--- config.mk ---
export PLATFORM = sky130hd
export DESIGN_NAME = pid_dirty_derivative_antiwindup_core
export DESIGN_NICKNAME = d
export VERILOG_FILES = /design/src/pdda_pkg.sv /design/src/pdda_alu.sv /design/src/pid_dirty_derivative_antiwindup_core.sv
export SDC_FILE = /design/constraint.sdc
export NUM_CORES = 2
export LEC_CHECK = 0
export ABC_AREA = 1
export BUFFER_PORTS_ARGS = -buffer_cell sky130_fd_sc_hd__buf_2
export CORE_AREA = 2 2 429 303
export CTS_CLUSTER_SIZE = 16
export DETAILED_ROUTE_END_ITERATION = 10
export DIE_AREA = 0 0 431 305
export GPL_TIMING_DRIVEN = 0
export PLACE_DENSITY_LB_ADDON = 0.15
export SLEW_MARGIN = 20
export SYNTH_ARGS = -nofsm -noshare
export SYNTH_HDL_FRONTEND = slang
export SYNTH_SLANG_ARGS = --single-unit
--- constraint.sdc ---
create_clock -name clk -period 17.1 [get_ports clk]
set_input_delay 5.13 -clock clk [delete_from_list [all_inputs] [get_ports clk]]
set_output_delay 5.13 -clock clk [all_outputs]
set_load 0.005 [all_outputs]
--- src/pdda_pkg.sv ---
// Shared types, constants and saturation helpers for the PID core.
// No dependencies; used by pdda_alu and pid_dirty_derivative_antiwindup_core.
package pdda_pkg;

  // Operand and result widths of the serial arithmetic unit
  localparam int MCAND_W = 40;   // multiplicand magnitude
  localparam int MPLR_W  = 33;   // multiplier magnitude, also divisor width
  localparam int PROD_W  = MCAND_W + MPLR_W;
  localparam int QUOT_W  = 40;   // quotient bits produced per divide
  localparam int REM_W   = 34;   // partial remainder
  localparam int CNT_W   = 6;

  // Configuration register indexes
  localparam int CFG_IDX_W = 3;
  localparam logic [CFG_IDX_W-1:0] CFG_GAIN_P     = 3'd0;
  localparam logic [CFG_IDX_W-1:0] CFG_GAIN_I     = 3'd1;
  localparam logic [CFG_IDX_W-1:0] CFG_GAIN_D     = 3'd2;
  localparam logic [CFG_IDX_W-1:0] CFG_OUT_MAX    = 3'd3;
  localparam logic [CFG_IDX_W-1:0] CFG_OUT_MIN    = 3'd4;
  localparam logic [CFG_IDX_W-1:0] CFG_FILTER_TAU = 3'd5;

  // Command to the arithmetic unit
  typedef struct packed {
    logic start;
    logic div_sel;   // 1: divide, 0: multiply
  } alu_cmd_t;

  // Status back from the arithmetic unit
  typedef struct packed {
    logic busy;
    logic done;      // one-cycle pulse, results held afterwards
    logic ovf;       // quotient does not fit in QUOT_W bits
  } alu_sts_t;

  // Saturate a 34-bit signed sum to 32 bits
  function automatic logic signed [31:0] sat32(input logic signed [33:0] v);
    if (v > 34'sd2147483647) begin
      return 32'sh7fffffff;
    end else if (v < -34'sd2147483648) begin
      return 32'sh80000000;
    end else begin
      return signed'(v[31:0]);
    end
  endfunction

  // Magnitude of a 33-bit signed value (never called with the most negative value)
  function automatic logic [32:0] mag33(input logic signed [32:0] v);
    if (v[32]) begin
      return 33'(-v);
    end else begin
      return 33'(v);
    end
  endfunction

endpackage

--- src/pdda_alu.sv ---
// Serial arithmetic unit: shift-add multiplier and restoring divider, one bit per cycle.
// Depends on pdda_pkg.
module pdda_alu #(
  parameter int FRAC_BITS = 16
) (
  input  logic                                       clk,
  input  logic                                       rst,
  input  pdda_pkg::alu_cmd_t                         cmd,
  input  logic [pdda_pkg::MCAND_W-1:0]               op_a,
  input  logic [pdda_pkg::MPLR_W-1:0]                op_b,
  input  logic [pdda_pkg::REM_W+FRAC_BITS-1:0]       op_n,
  output pdda_pkg::alu_sts_t                         sts,
  output logic [pdda_pkg::PROD_W-1:0]                prod,
  output logic [pdda_pkg::QUOT_W-1:0]                quot
);

  localparam int DIVN_W = pdda_pkg::REM_W + FRAC_BITS;
  localparam int HI_W   = DIVN_W - pdda_pkg::QUOT_W;

  logic [pdda_pkg::MCAND_W-1:0] mcand;
  logic [pdda_pkg::MCAND_W-1:0] acc;
  logic [pdda_pkg::MPLR_W-1:0]  lo;
  logic [pdda_pkg::MPLR_W-1:0]  divsr;
  logic [pdda_pkg::REM_W-1:0]   rem;
  logic [pdda_pkg::QUOT_W-1:0]  nq;
  logic [pdda_pkg::CNT_W-1:0]   cnt;
  logic                         div_mode;
  logic                         busy;
  logic                         done;
  logic                         ovf;

  logic [pdda_pkg::MCAND_W:0]   sum;
  logic [pdda_pkg::REM_W-1:0]   trial;
  logic [pdda_pkg::REM_W-1:0]   divsr_ext;
  logic                         fits;
  logic [HI_W-1:0]              hi;
  logic                         ovf_init;

  // One multiplier bit: add multiplicand if the low bit is set
  assign sum = {1'b0, acc} + {1'b0, (lo[0] ? mcand : '0)};

  // One quotient bit: shift in next dividend bit, trial subtract
  assign divsr_ext = {1'b0, divsr};
  assign trial     = {rem[pdda_pkg::REM_W-2:0], nq[pdda_pkg::QUOT_W-1]};
  assign fits      = (trial >= divsr_ext);

  // Upper dividend part must stay below the divisor for the quotient to fit
  assign hi       = op_n[DIVN_W-1:pdda_pkg::QUOT_W];
  assign ovf_init = (pdda_pkg::REM_W'(hi) >= {1'b0, op_b});

  always_ff @(posedge clk) begin
    if (rst) begin
      busy <= 1'b0;
      done <= 1'b0;
      cnt  <= '0;
    end else begin
      done <= 1'b0;
      if (cmd.start) begin
        busy     <= 1'b1;
        div_mode <= cmd.div_sel;
        if (cmd.div_sel) begin
          cnt   <= pdda_pkg::CNT_W'(pdda_pkg::QUOT_W);
          divsr <= op_b;
          rem   <= pdda_pkg::REM_W'(hi);
          nq    <= op_n[pdda_pkg::QUOT_W-1:0];
          ovf   <= ovf_init;
        end else begin
          cnt   <= pdda_pkg::CNT_W'(pdda_pkg::MPLR_W);
          mcand <= op_a;
          acc   <= '0;
          lo    <= op_b;
        end
      end else if (busy) begin
        cnt <= cnt - 1'b1;
        if (cnt == pdda_pkg::CNT_W'(1)) begin
          busy <= 1'b0;
          done <= 1'b1;
        end
        if (div_mode) begin
          rem <= fits ? (trial - divsr_ext) : trial;
          nq  <= {nq[pdda_pkg::QUOT_W-2:0], fits};
        end else begin
          acc <= sum[pdda_pkg::MCAND_W:1];
          lo  <= {sum[0], lo[pdda_pkg::MPLR_W-1:1]};
        end
      end
    end
  end

  assign sts.busy = busy;
  assign sts.done = done;
  assign sts.ovf  = ovf;
  assign prod     = {acc, lo};
  assign quot     = nq;

endmodule

--- src/pid_dirty_derivative_antiwindup_core.sv ---
// PID controller core with dirty-derivative filter and integrator back-calculation.
// Depends on pdda_pkg and pdda_alu.
//
// One input word is one control step and yields one drive word. Values are signed
// fixed point with FRAC_BITS fraction bits; controller sums saturate to 32 bits. Every
// multiply and divide runs on one shared serial unit that retires one bit per cycle,
// so a step takes two multiplies with a supplied rate and no integration, and up to
// six multiplies and three divides for a filtered derivative with integration and
// back-calculation. The input is stalled while a step is in progress; a finished
// drive word sits in an output register until taken.
// Registers are to be written through the cfg port only while the core is idle; the
// core does not enforce this itself, and cfg_ready is always high.
module pid_dirty_derivative_antiwindup_core #(
  parameter int FRAC_BITS = 16
) (
  input  logic                                clk,
  input  logic                                rst,
  // step input
  input  logic                                in_valid,
  output logic                                in_stall,
  input  logic [30:0]                         step_time,
  input  logic signed [31:0]                  measured,
  input  logic signed [31:0]                  target,
  input  logic                                integrate_enable,
  input  logic                                rate_supplied,
  input  logic signed [31:0]                  measured_rate,
  // drive output
  output logic                                out_valid,
  input  logic                                out_stall,
  output logic signed [31:0]                  drive,
  // register writes
  input  logic                                cfg_valid,
  output logic                                cfg_ready,
  input  logic [pdda_pkg::CFG_IDX_W-1:0]      cfg_index,
  input  logic [31:0]                         cfg_data
);

  localparam int DIVN_W = pdda_pkg::REM_W + FRAC_BITS;
  // dt above 0.0001 s  <=>  dt > floor(2^F / 10000)
  localparam int DT_MIN = (1 << FRAC_BITS) / 10000;

  localparam logic [3:0] S_IDLE = 4'd0;
  localparam logic [3:0] S_PREP = 4'd1;
  localparam logic [3:0] S_DA   = 4'd2;
  localparam logic [3:0] S_DB   = 4'd3;
  localparam logic [3:0] S_M1   = 4'd4;
  localparam logic [3:0] S_M2   = 4'd5;
  localparam logic [3:0] S_MPL  = 4'd6;
  localparam logic [3:0] S_MP   = 4'd7;
  localparam logic [3:0] S_MD   = 4'd8;
  localparam logic [3:0] S_ME   = 4'd9;
  localparam logic [3:0] S_MI   = 4'd10;
  localparam logic [3:0] S_SUM  = 4'd11;
  localparam logic [3:0] S_AW   = 4'd12;
  localparam logic [3:0] S_OUT  = 4'd13;

  logic [3:0] state;

  // configuration
  logic [30:0]        gain_p;
  logic [30:0]        gain_i;
  logic [30:0]        gain_d;
  logic signed [31:0] out_max;
  logic signed [31:0] out_min;
  logic [30:0]        filter_tau;

  // controller state
  logic signed [31:0] integ_sum;
  logic signed [31:0] filt_der;
  logic signed [31:0] last_meas;

  // latched step word
  logic [30:0]        dt_r;
  logic signed [31:0] meas_r;
  logic signed [31:0] target_r;
  logic               integ_r;
  logic               rate_in_r;
  logic signed [31:0] mrate_r;

  // intermediate terms
  logic signed [31:0] err;
  logic signed [31:0] rate;
  logic signed [31:0] m1;
  logic signed [31:0] p_term;
  logic signed [31:0] d_term;
  logic signed [31:0] i_term;
  logic signed [31:0] u_sat;
  logic [pdda_pkg::QUOT_W-1:0] a_mag;
  logic                        a_neg;
  logic [pdda_pkg::QUOT_W-1:0] b_mag;

  // arithmetic unit operands
  pdda_pkg::alu_cmd_t          cmd;
  pdda_pkg::alu_sts_t          sts;
  logic [pdda_pkg::MCAND_W-1:0] op_a;
  logic [pdda_pkg::MPLR_W-1:0]  op_b;
  logic [DIVN_W-1:0]            op_n;
  logic                         op_neg;
  logic [pdda_pkg::PROD_W-1:0]  prod;
  logic [pdda_pkg::QUOT_W-1:0]  quot;

  pdda_alu #(.FRAC_BITS(FRAC_BITS)) u_alu (
    .clk  (clk),
    .rst  (rst),
    .cmd  (cmd),
    .op_a (op_a),
    .op_b (op_b),
    .op_n (op_n),
    .sts  (sts),
    .prod (prod),
    .quot (quot)
  );

  // Signed result from sign and magnitude, saturated to 32 bits
  function automatic logic signed [31:0] sat_mag(input logic neg, input logic big,
                                                 input logic [30:0] m);
    logic signed [31:0] v;
    v = signed'({1'b0, m});
    if (big) begin
      return neg ? 32'sh80000000 : 32'sh7fffffff;
    end else begin
      return neg ? -v : v;
    end
  endfunction

  logic signed [31:0] mul_res;
  logic signed [31:0] div_res;
  assign mul_res = sat_mag(op_neg, |prod[pdda_pkg::PROD_W-1:FRAC_BITS+31],
                           prod[FRAC_BITS+30:FRAC_BITS]);
  assign div_res = sat_mag(op_neg, sts.ovf | (|quot[pdda_pkg::QUOT_W-1:31]), quot[30:0]);

  // Filter coefficients: den = 2 tau + dt, numerator of a = 2 tau - dt
  logic [31:0]         twotau;
  logic [32:0]         den;
  logic signed [33:0]  tdiff;
  logic [32:0]         tdiff_mag;
  assign twotau    = {filter_tau, 1'b0};
  assign den       = 33'(twotau) + 33'(dt_r);
  assign tdiff     = signed'({2'b00, twotau}) - signed'({3'b000, dt_r});
  assign tdiff_mag = tdiff[33] ? 33'(-tdiff) : 33'(tdiff);

  // Measurement difference, kept exact
  logic signed [32:0] dx;
  assign dx = 33'(meas_r) - 33'(last_meas);

  // Sum, clamp and back-calculation room
  logic signed [31:0] u;
  logic signed [31:0] us;
  logic signed [33:0] room;
  logic [33:0]        room_mag;
  logic [32:0]        i_mag;
  assign u        = pdda_pkg::sat32(34'(p_term) - 34'(d_term) + 34'(i_term));
  assign us       = (u > out_max) ? out_max : ((u < out_min) ? out_min : u);
  assign room     = 34'(us) - 34'(p_term) + 34'(d_term);
  assign room_mag = room[33] ? 34'(-room) : 34'(room);
  assign i_mag    = pdda_pkg::mag33(33'(i_term));

  logic signed [31:0] fd_new;
  logic signed [31:0] isum_new;
  assign fd_new   = pdda_pkg::sat32(34'(m1) + 34'(mul_res));
  assign isum_new = pdda_pkg::sat32(34'(integ_sum) + 34'(mul_res));

  assign in_stall  = (state != S_IDLE);
  assign cfg_ready = 1'b1;

  always_ff @(posedge clk) begin
    if (rst) begin
      state      <= S_IDLE;
      out_valid  <= 1'b0;
      cmd        <= '0;
      gain_p     <= '0;
      gain_i     <= '0;
      gain_d     <= '0;
      out_max    <= 32'sd65536;
      out_min    <= -32'sd65536;
      filter_tau <= 31'd3277;
      integ_sum  <= '0;
      filt_der   <= '0;
      last_meas  <= '0;
    end else begin
      // register writes
      if (cfg_valid && cfg_ready) begin
        case (cfg_index)
          pdda_pkg::CFG_GAIN_P:     gain_p     <= cfg_data[30:0];
          pdda_pkg::CFG_GAIN_I:     gain_i     <= cfg_data[30:0];
          pdda_pkg::CFG_GAIN_D:     gain_d     <= cfg_data[30:0];
          pdda_pkg::CFG_OUT_MAX:    out_max    <= signed'(cfg_data);
          pdda_pkg::CFG_OUT_MIN:    out_min    <= signed'(cfg_data);
          pdda_pkg::CFG_FILTER_TAU: filter_tau <= cfg_data[30:0];
          default: ;
        endcase
      end

      // drive word taken; S_OUT reloads it in the same cycle instead
      if (out_valid && !out_stall && (state != S_OUT)) begin
        out_valid <= 1'b0;
      end

      // step sequencer; start is a one-cycle pulse, dropped in the first wait cycle
      case (state)
        S_IDLE: begin
          if (in_valid) begin
            dt_r      <= step_time;
            meas_r    <= measured;
            target_r  <= target;
            integ_r   <= integrate_enable;
            rate_in_r <= rate_supplied;
            mrate_r   <= measured_rate;
            state     <= S_PREP;
          end
        end
        S_PREP: begin
          err <= pdda_pkg::sat32(34'(target_r) - 34'(meas_r));
          if (rate_in_r) begin
            rate  <= mrate_r;
            state <= S_MPL;
          end else if (dt_r > 31'(DT_MIN)) begin
            // a = (2 tau - dt) 2^F / den
            op_n        <= DIVN_W'(tdiff_mag) << FRAC_BITS;
            op_b        <= den;
            op_neg      <= tdiff[33];
            cmd.start   <= 1'b1;
            cmd.div_sel <= 1'b1;
            state       <= S_DA;
          end else begin
            rate      <= '0;
            last_meas <= meas_r;
            state     <= S_MPL;
          end
        end
        S_DA: begin
          if (sts.done) begin
            a_mag <= quot;
            a_neg <= op_neg;
            // b = 2^(2F+1) / den
            op_n        <= DIVN_W'(1) << (2 * FRAC_BITS + 1);
            op_b        <= den;
            op_neg      <= 1'b0;
            cmd.start   <= 1'b1;
            cmd.div_sel <= 1'b1;
            state       <= S_DB;
          end else begin
            cmd.start <= 1'b0;
          end
        end
        S_DB: begin
          if (sts.done) begin
            b_mag       <= quot;
            op_a        <= a_mag;
            op_b        <= pdda_pkg::mag33(33'(filt_der));
            op_neg      <= a_neg ^ filt_der[31];
            cmd.start   <= 1'b1;
            cmd.div_sel <= 1'b0;
            state       <= S_M1;
          end else begin
            cmd.start <= 1'b0;
          end
        end
        S_M1: begin
          if (sts.done) begin
            m1          <= mul_res;
            op_a        <= b_mag;
            op_b        <= pdda_pkg::mag33(dx);
            op_neg      <= dx[32];
            cmd.start   <= 1'b1;
            cmd.div_sel <= 1'b0;
            state       <= S_M2;
          end else begin
            cmd.start <= 1'b0;
          end
        end
        S_M2: begin
          if (sts.done) begin
            filt_der  <= fd_new;
            rate      <= fd_new;
            last_meas <= meas_r;
            state     <= S_MPL;
          end else begin
            cmd.start <= 1'b0;
          end
        end
        S_MPL: begin
          op_a        <= pdda_pkg::MCAND_W'(gain_p);
          op_b        <= pdda_pkg::mag33(33'(err));
          op_neg      <= err[31];
          cmd.start   <= 1'b1;
          cmd.div_sel <= 1'b0;
          state       <= S_MP;
        end
        S_MP: begin
          if (sts.done) begin
            p_term      <= mul_res;
            op_a        <= pdda_pkg::MCAND_W'(gain_d);
            op_b        <= pdda_pkg::mag33(33'(rate));
            op_neg      <= rate[31];
            cmd.start   <= 1'b1;
            cmd.div_sel <= 1'b0;
            state       <= S_MD;
          end else begin
            cmd.start <= 1'b0;
          end
        end
        S_MD: begin
          if (sts.done) begin
            d_term <= mul_res;
            if (integ_r && (gain_i != '0)) begin
              op_a        <= pdda_pkg::MCAND_W'(dt_r);
              op_b        <= pdda_pkg::mag33(33'(err));
              op_neg      <= err[31];
              cmd.start   <= 1'b1;
              cmd.div_sel <= 1'b0;
              state       <= S_ME;
            end else begin
              i_term <= '0;
              state  <= S_SUM;
            end
          end else begin
            cmd.start <= 1'b0;
          end
        end
        S_ME: begin
          if (sts.done) begin
            integ_sum   <= isum_new;
            op_a        <= pdda_pkg::MCAND_W'(gain_i);
            op_b        <= pdda_pkg::mag33(33'(isum_new));
            op_neg      <= isum_new[31];
            cmd.start   <= 1'b1;
            cmd.div_sel <= 1'b0;
            state       <= S_MI;
          end else begin
            cmd.start <= 1'b0;
          end
        end
        S_MI: begin
          if (sts.done) begin
            i_term <= mul_res;
            state  <= S_SUM;
          end else begin
            cmd.start <= 1'b0;
          end
        end
        S_SUM: begin
          u_sat <= us;
          // back-calculate integrator when clamped and I dominates the room
          if ((u != us) && (gain_i != '0) && (34'(i_mag) > room_mag)) begin
            op_n        <= DIVN_W'(room_mag) << FRAC_BITS;
            op_b        <= pdda_pkg::MPLR_W'(gain_i);
            op_neg      <= room[33];
            cmd.start   <= 1'b1;
            cmd.div_sel <= 1'b1;
            state       <= S_AW;
          end else begin
            state <= S_OUT;
          end
        end
        S_AW: begin
          if (sts.done) begin
            integ_sum <= div_res;
            state     <= S_OUT;
          end else begin
            cmd.start <= 1'b0;
          end
        end
        S_OUT: begin
          if (!out_valid || !out_stall) begin
            drive     <= u_sat;
            out_valid <= 1'b1;
            state     <= S_IDLE;
          end
        end
        default: state <= S_IDLE;
      endcase
    end
  end

  // The serial unit is never restarted while it is still working
  a_start_idle: assert property (@(posedge clk) disable iff (rst)
    cmd.start |-> !sts.busy)
    else $error("arithmetic unit started while busy");

  // Completion always follows a busy period
  a_done_after_busy: assert property (@(posedge clk) disable iff (rst)
    sts.done |-> $past(sts.busy))
    else $error("arithmetic unit done without work");

  // No arithmetic in flight while waiting for a new step
  a_idle_quiet: assert property (@(posedge clk) disable iff (rst)
    (state == S_IDLE) |-> (!sts.busy && !cmd.start))
    else $error("arithmetic active in idle");

endmodule

After elaboration in Yosys (flattened, before gate mapping)
Index checks and enable logic that the tools add are counted.

Word-level logic and storage cells: 317. Flip-flop bits (word level): 1110.

Equal/unequal tests: 45. Multiplexer cells: 126. Bitwise logic cells: 5. Order comparisons: 14. $add $sub $neg: 23. Reductions and logical operators: 59.

Operators with widths (count): $mux 33 (26); $mux 32 (25); $mux 40 (15); $pmux 33 s9 (1); $pmux 32 s2 (4); $pmux 40 s6 (1); $mux 50 (4); $neg 32->33 (5); $pmux 50 s3 (1); $sub 32x32->33 (4); $gt 33x32->1 const B (3); $lt 33x32->1 const B (3); $add 33x32->34 (2); $add 32x32->33 (2); $neg 33->33 (2); $neg 31->32 (2); $pmux 4 s14 (1); $mux 4 (12); $add 40x40->41 (1); $ge 34x33->1 (1); $gt 33x34->1 (1); $gt 34x32->1 const B (1); $lt 34x32->1 const B (1); $mux 34 (1); other kinds (55) (153).

Longest topological paths before layout
Word-level depth: 16. Gate-level depth with buffers: 86.

Hierarchy
Synthesis repeated with hierarchy kept, for this count alone.

Cell total of the unflattened synthesis: 8968. Area, all modules: 71871.4 um^2.

By module, submodules not included: pid_dirty_derivative_antiwindup_core (seq. area each 23062.1 um^2, area an instance 57278.7 um^2, cells each 7107, instances 1); pdda_alu (seq. area each 6796.5 um^2, area an instance 14592.7 um^2, cells each 1861, instances 1).

Worst setup path before layout
Ideal clock, no wire load.

Kind: flip-flop to flip-flop. From: register i_term[31]. To: register op_n[16], enable pin. Library setup time: 468 ps. Data required time: 16632 ps. Arrival: 12897 ps. Stages on the path, launching flop included: 76. Setup slack: 3735 ps. Buffers on the path: 6. Cell sequence: edfxtp_1 -> clkbuf_1 -> inv_1 -> clkbuf_1 -> fa_1 -> inv_1 -> ha_1 -> a21oi_1 -> a21boi_0 -> nand2_1 -> a21oi_2 -> nand2_2 -> nand2_1 -> nand2_1 -> o21ai_1 -> clkbuf_1 -> buf_1 -> o21ai_0 -> [... 40 more ...] -> o21ai_0 -> inv_1 -> o21a_1 -> o211ai_1 -> nand3_1 -> a21oi_1 -> o211ai_1 -> nand2_1 -> a21oi_1 -> nor2_1 -> o21ai_0 -> a21oi_1 -> nand3b_1 -> nor2_1 -> nand2_1 -> nand2_2 -> nand2_1 -> nor3_1.

Longest elaborated chain between the ends: 15. Elaborated cells on any way between the ends: 21.

Ends and longest elaborated chain: start: declaration (line pid_dirty_derivative_antiwindup_core.sv:86) `logic signed [31:0] i_term;`; start signal: assignment (line pid_dirty_derivative_antiwindup_core.sv:336) `i_term <= mul_res;`; $add 33x32->34 (*) (line pid_dirty_derivative_antiwindup_core.sv:152) `assign u = pdda_pkg::sat32(34'(p_term) - 34'(d_term) + 34'(i_term));`; $lt 34x32->1 (line pdda_pkg.sv:39) `end else if (v < -34'sd2147483648) begin`; $mux 32 (line pdda_pkg.sv:39); $mux 32 (*) (line pdda_pkg.sv:37) `if (v > 34'sd2147483647) begin`; $lt 32x32->1 (line pid_dirty_derivative_antiwindup_core.sv:153) `assign us = (u > out_max) ? out_max : ((u < out_min) ? out_min : u);`; $mux 32 (line pid_dirty_derivative_antiwindup_core.sv:153); $mux 32 (*) (line pid_dirty_derivative_antiwindup_core.sv:153); net us[2] (line pid_dirty_derivative_antiwindup_core.sv:148) `logic signed [31:0] us;`; $sub 32x32->33 (line pid_dirty_derivative_antiwindup_core.sv:154) `assign room = 34'(us) - 34'(p_term) + 34'(d_term);`; $add 33x32->34 (line pid_dirty_derivative_antiwindup_core.sv:154); $neg 34->34 (line pid_dirty_derivative_antiwindup_core.sv:155) `assign room_mag = room[33] ? 34'(-room) : 34'(room);`; $mux 34 (line pid_dirty_derivative_antiwindup_core.sv:155); $gt 33x34->1 (line pid_dirty_derivative_antiwindup_core.sv:345) `if ((u != us) && (gain_i != '0) && (34'(i_mag) > room_mag)) begin`; $logic_and 1x1->1 (*) (line pid_dirty_derivative_antiwindup_core.sv:345); $ne 2x2->1 (no source line) (*); $reduce_and 6->1 (no source line) (*); end signal: assignment (line pid_dirty_derivative_antiwindup_core.sv:219) `op_n <= DIVN_W'(tdiff_mag) << FRAC_BITS;`; end signal: assignment (line pid_dirty_derivative_antiwindup_core.sv:236) `op_n <= DIVN_W'(1) << (2 * FRAC_BITS + 1);`; end signal: assignment (line pid_dirty_derivative_antiwindup_core.sv:346) `op_n <= DIVN_W'(room_mag) << FRAC_BITS;`; end: declaration (line pid_dirty_derivative_antiwindup_core.sv:97) `logic [DIVN_W-1:0] op_n;`.

The timed path passes the listed nets; every way through them passes the cells marked *. A chain may end at the register's enable or synchronous reset.

Worst setup path after layout
From: register i_term[31]. To: register op_n[48], enable pin.

Same word-level chain as after synthesis.

==> out/metrics.sh <==
GRT_MAX_DEGREE=46
TIMING.FINAL.HOLD_VIOLATIONS=0
FIN_CRIT_SH_PCT=96.8
DIE_W_UM=431
CRITICAL_PATH.REG2REG.STARTPOINT='i_term[31]'
WORSTPATHBUFFERINVERTERCOUNT=15
CRITPATHMOSTFREQUENTCELL='sky130_fd_sc_hd__nand2_1'
SYNTH_AREA_LEADER_CELL='sky130_fd_sc_hd__edfxtp_1'
HOLDBUFCOUNTCTS=0
GRT_PASS1_VIAS=57557
TIGHTESTPINTRANSITION_PS=1370
ROUTED_WIRELENGTH_MM=291
AREA_GROWTH_SYN_TO_LAYOUT_PCT=11.4
ANT_NETS=0
CLKSLEWWORSTSETUPHOLDPATHS_PS=60
REG2REGPATHDEPTH=73
ASYNC_FLOP_SHARE_PCT=0
DIE_AREA_UM2=131000
VIAS_PER_CELL=6.14
CAP_VIOLATIONS=0
SYNTH_TOP_FLOP_CELL='sky130_fd_sc_hd__edfxtp_1'
TOP_LEVEL_PORTS=204
WORST_PATH_LARGEST_CELL_DELAY_PS=760
PEAKVDDDROP_V=0.000104
SUM_OF_INTERNAL_SWITCHING_AND_LEAKAGE_POWER_uW=10300
CP-START-KIND='flip-flop'
NUM_ROWS=110
PLACEMENT.SETUP.WORST_SLACK_PS=206
CRITICAL_PATH.ENDPOINT_TYPE='flip-flop'
YOSYSTOPAREACELLSHARE_PCT=34.3
ROUTE.DETAILED.DRC=0
WORST-PATH-STAGES=73
SYNTH_AREA_LEADERS='sky130_fd_sc_hd__edfxtp_1 34%, sky130_fd_sc_hd__dfxtp_1 8.6%, sky130_fd_sc_hd__ha_1 8.0%'
GRT_FIRST_PASS_WIRELENGTH_MM=407
GROUTE.USAGE.OVERALL_PCT=43.2
BUFFER_PORTS.INSERTED=202
WHS_PATH_DEPTH=0
CLKLATENCYLATEPIN_PS=780
CRITICAL_PATH.MAX_FANOUT=15
SYNTH_WARNINGS=0
TOTAL_LEAKAGE_POWER_uW=0.0335
PATH_CLASS='flip-flop to flip-flop'
FINISH.INSTANCE_AREA_UM2=77600
POWERDENSITY_nW_PER_UM2=133
SYN_NETS=9051
SYNTH_CELL_TYPE_COUNT=82
CLOCK_TREE.ROOT_CELL='sky130_fd_sc_hd__clkbuf_16'
HOLD_CLASS='flip-flop to flip-flop'
LAYOUT_MIN_CYCLE_TIME_PS=16550
NNETSFINAL=9403
DETAIL_ROUTE.ITER0.VIOLATIONS=9831
TRITONCTS='built'
LAYOUT_CELL_SHARE_WITH_DRIVE_STRENGTH_BEYOND_1_PCT=7.96
CRITICAL_PATH_ARRIVAL_PS=17030
SETUP_VIOL=0
ANTENNA_FOUND_INITIAL=38
CTS_MADE_BUFFERS=112
FIN_TNS_SETUP_PS=0
PRE_ANTENNA_DRT_ITERS=7
FP.COREAREA_UM2=128000
WORST_PATH_MAX_DELAY_CELL='sky130_fd_sc_hd__xor2_1'
NETLIST_AREA_UM2=69600
TIMING.FINAL.MAX_SLEW_VIOLATIONS=0
SYNTH-EDFF-COUNT=795
HP-START='u_sat[9]'
VIAS_AFTER_DETAILED_ROUTING=64591
DPL-INSTANCE-AREA_UM2=73400
OUTCOME='completed'
FIN_WORST_SKEW_PS=33.9
SYNTH_CELLS=8363
CTS.SINK_COUNT=1094
TIMING.FMAX_GHz=0.0604
START_UTIL_PCT=54.5
AVGSYNTHCELLAREA_UM2=8.32
CRITPATHLAUNCH='i_term[31]'
DIEHEIGHT_UM=305
CRITICAL-PATH-TOP-DELAY-FAMILY='compound AO/OA/AOI/OAI gates'
WORSTPATHREQUIRED_PS=17580
DPL.HPWL_MM=239
YOSYSSEQAREASHARE_PCT=42.9
RESIDUAL_OVERFLOW_FROM_GLOBAL_ROUTING=0
WHS_PS=418
CLOCK_TREE.HTREE_LEVEL_COUNT=3
WL_PER_CELL_UM=27.7
WORST_SLACK_PS=552
POSTSYNTHREGISTERBITS=1094
CTS.PATH.MAX_BUFFERS=3
GRT_SETUP_UNREPAIRED='no'
TIMING.SLEW.HEADROOM_PCT=8.02
GP_CONGESTION=1.09
[metal layers]
metal  global-route usage (%)  routed length, um
met1                     63.0             121000
met3                     20.9              51000
met5                    0.401                244
met2                     54.2             106000
met4                     15.9              12800
[where the power goes]
group / switching (uW) / internal [uW]
Clock: 1190 / 1510
Sequential: 258 / 3310
Combinational: 2970 / 1070
[kinds of logic after synthesis]
family | count (synthesis) | synth area share (%)
XOR/XNOR | 374 | 4.71
adder cells (fa/ha/maj) | 519 | 10.1
other | 2 | 0.0108
buffers and inverters | 1503 | 8.42
AND/OR/NAND/NOR | 2961 | 18.4
AO/OA/AOI/OAI | 1910 | 15.5
flip-flops | 1094 | 42.9
[sequential cells by signal, indices dropped and copies added (netlist names), 33 cells and up]
register	count
a_mag	40
u_alu.rem	33
op_b	33
u_alu.acc	40
u_alu.quot	40
op_a	40
u_alu.mcand	40
u_alu.lo	33
u_alu.divsr	33
op_n	34
b_mag	40
[cell type report]
| cell class | instances | area (um2) |
|---|---|---|
| sequential | 1094 | 29900 |
| antenna | 22 | 55.1 |
| inverter | 1219 | 4600 |
| multi-input combinational | 5766 | 34100 |
| tap | 1680 | 2100 |
| clock inverter | 77 | 967 |
| clock buffer | 134 | 2980 |
| buffer | 282 | 1280 |
| timing repair buffer | 240 | 1610 |
| fill | 11195 | 50000 |
[cells in the mapped netlist, types with 17 or more instances]
cell / n
sky130_fd_sc_hd__edfxtp_1: 795
sky130_fd_sc_hd__or2_2: 18
sky130_fd_sc_hd__nand2_4: 17
sky130_fd_sc_hd__a21oi_1: 770
sky130_fd_sc_hd__o21ai_1: 50
sky130_fd_sc_hd__o22ai_1: 54
sky130_fd_sc_hd__a31oi_1: 39
sky130_fd_sc_hd__xor2_1: 251
sky130_fd_sc_hd__o21a_1: 20
sky130_fd_sc_hd__nor4_1: 54
sky130_fd_sc_hd__a211oi_1: 17
sky130_fd_sc_hd__o211ai_1: 66
sky130_fd_sc_hd__xnor2_1: 123
sky130_fd_sc_hd__nand3b_1: 24
sky130_fd_sc_hd__o31ai_1: 19
sky130_fd_sc_hd__o221ai_1: 17
sky130_fd_sc_hd__o21ai_0: 672
sky130_fd_sc_hd__nor2_2: 23
sky130_fd_sc_hd__fa_1: 72
sky130_fd_sc_hd__nand2_2: 39
sky130_fd_sc_hd__nand4_1: 67
sky130_fd_sc_hd__nand2_1: 1461
sky130_fd_sc_hd__dfxtp_1: 299
sky130_fd_sc_hd__nor3_1: 163
sky130_fd_sc_hd__a221oi_1: 38
sky130_fd_sc_hd__clkbuf_1: 235
sky130_fd_sc_hd__ha_1: 447
sky130_fd_sc_hd__o21bai_1: 31
sky130_fd_sc_hd__nor2_1: 637
sky130_fd_sc_hd__inv_1: 1197
sky130_fd_sc_hd__nand3_1: 411
[timing repair]
action,4_1_cts,5_1_grt
endpoints found under the setup margin,0,71
setup buffers,0,4
resized for setup,0,28
[stage by stage]
stage | std cells | util (%)
finish | 10514 | 60.8
global route | 10493 | 60.7
CTS | 10490 | 60.6
detailed placement | 10279 | 57.5
global placement | 10245 | 57.0
floorplan | 8363 | -
[placed cells by master (no fill, tap or decap), types with 66 or more instances in the layout]
cell type,synthesis,final
sky130_fd_sc_hd__xnor2_1,123,121
sky130_fd_sc_hd__edfxtp_1,795,795
sky130_fd_sc_hd__buf_2,16,219
sky130_fd_sc_hd__dfxtp_1,299,299
sky130_fd_sc_hd__fa_1,72,72
sky130_fd_sc_hd__xor2_1,251,243
sky130_fd_sc_hd__o211ai_1,66,66
sky130_fd_sc_hd__inv_1,1197,1192
sky130_fd_sc_hd__clkbuf_1,235,239
sky130_fd_sc_hd__nor3_1,163,157
sky130_fd_sc_hd__a21oi_1,770,768
sky130_fd_sc_hd__clkbuf_16,0,114
sky130_fd_sc_hd__o21ai_0,672,645
sky130_fd_sc_hd__nand2_1,1461,1461
sky130_fd_sc_hd__nand3_1,411,411
sky130_fd_sc_hd__nor2_1,637,626
sky130_fd_sc_hd__ha_1,447,447
sky130_fd_sc_hd__nand4_1,67,67
sky130_fd_sc_hd__o21ai_1,50,76
[path summary, 6_finish.rpt]
path                   end  slack (ps)
setup reg to reg  op_n[48]         550
hold reg to reg   drive[9]         420
hold / removal    drive[9]         420
setup / recovery  op_n[48]         550
(Power assumes the default switching activity.)
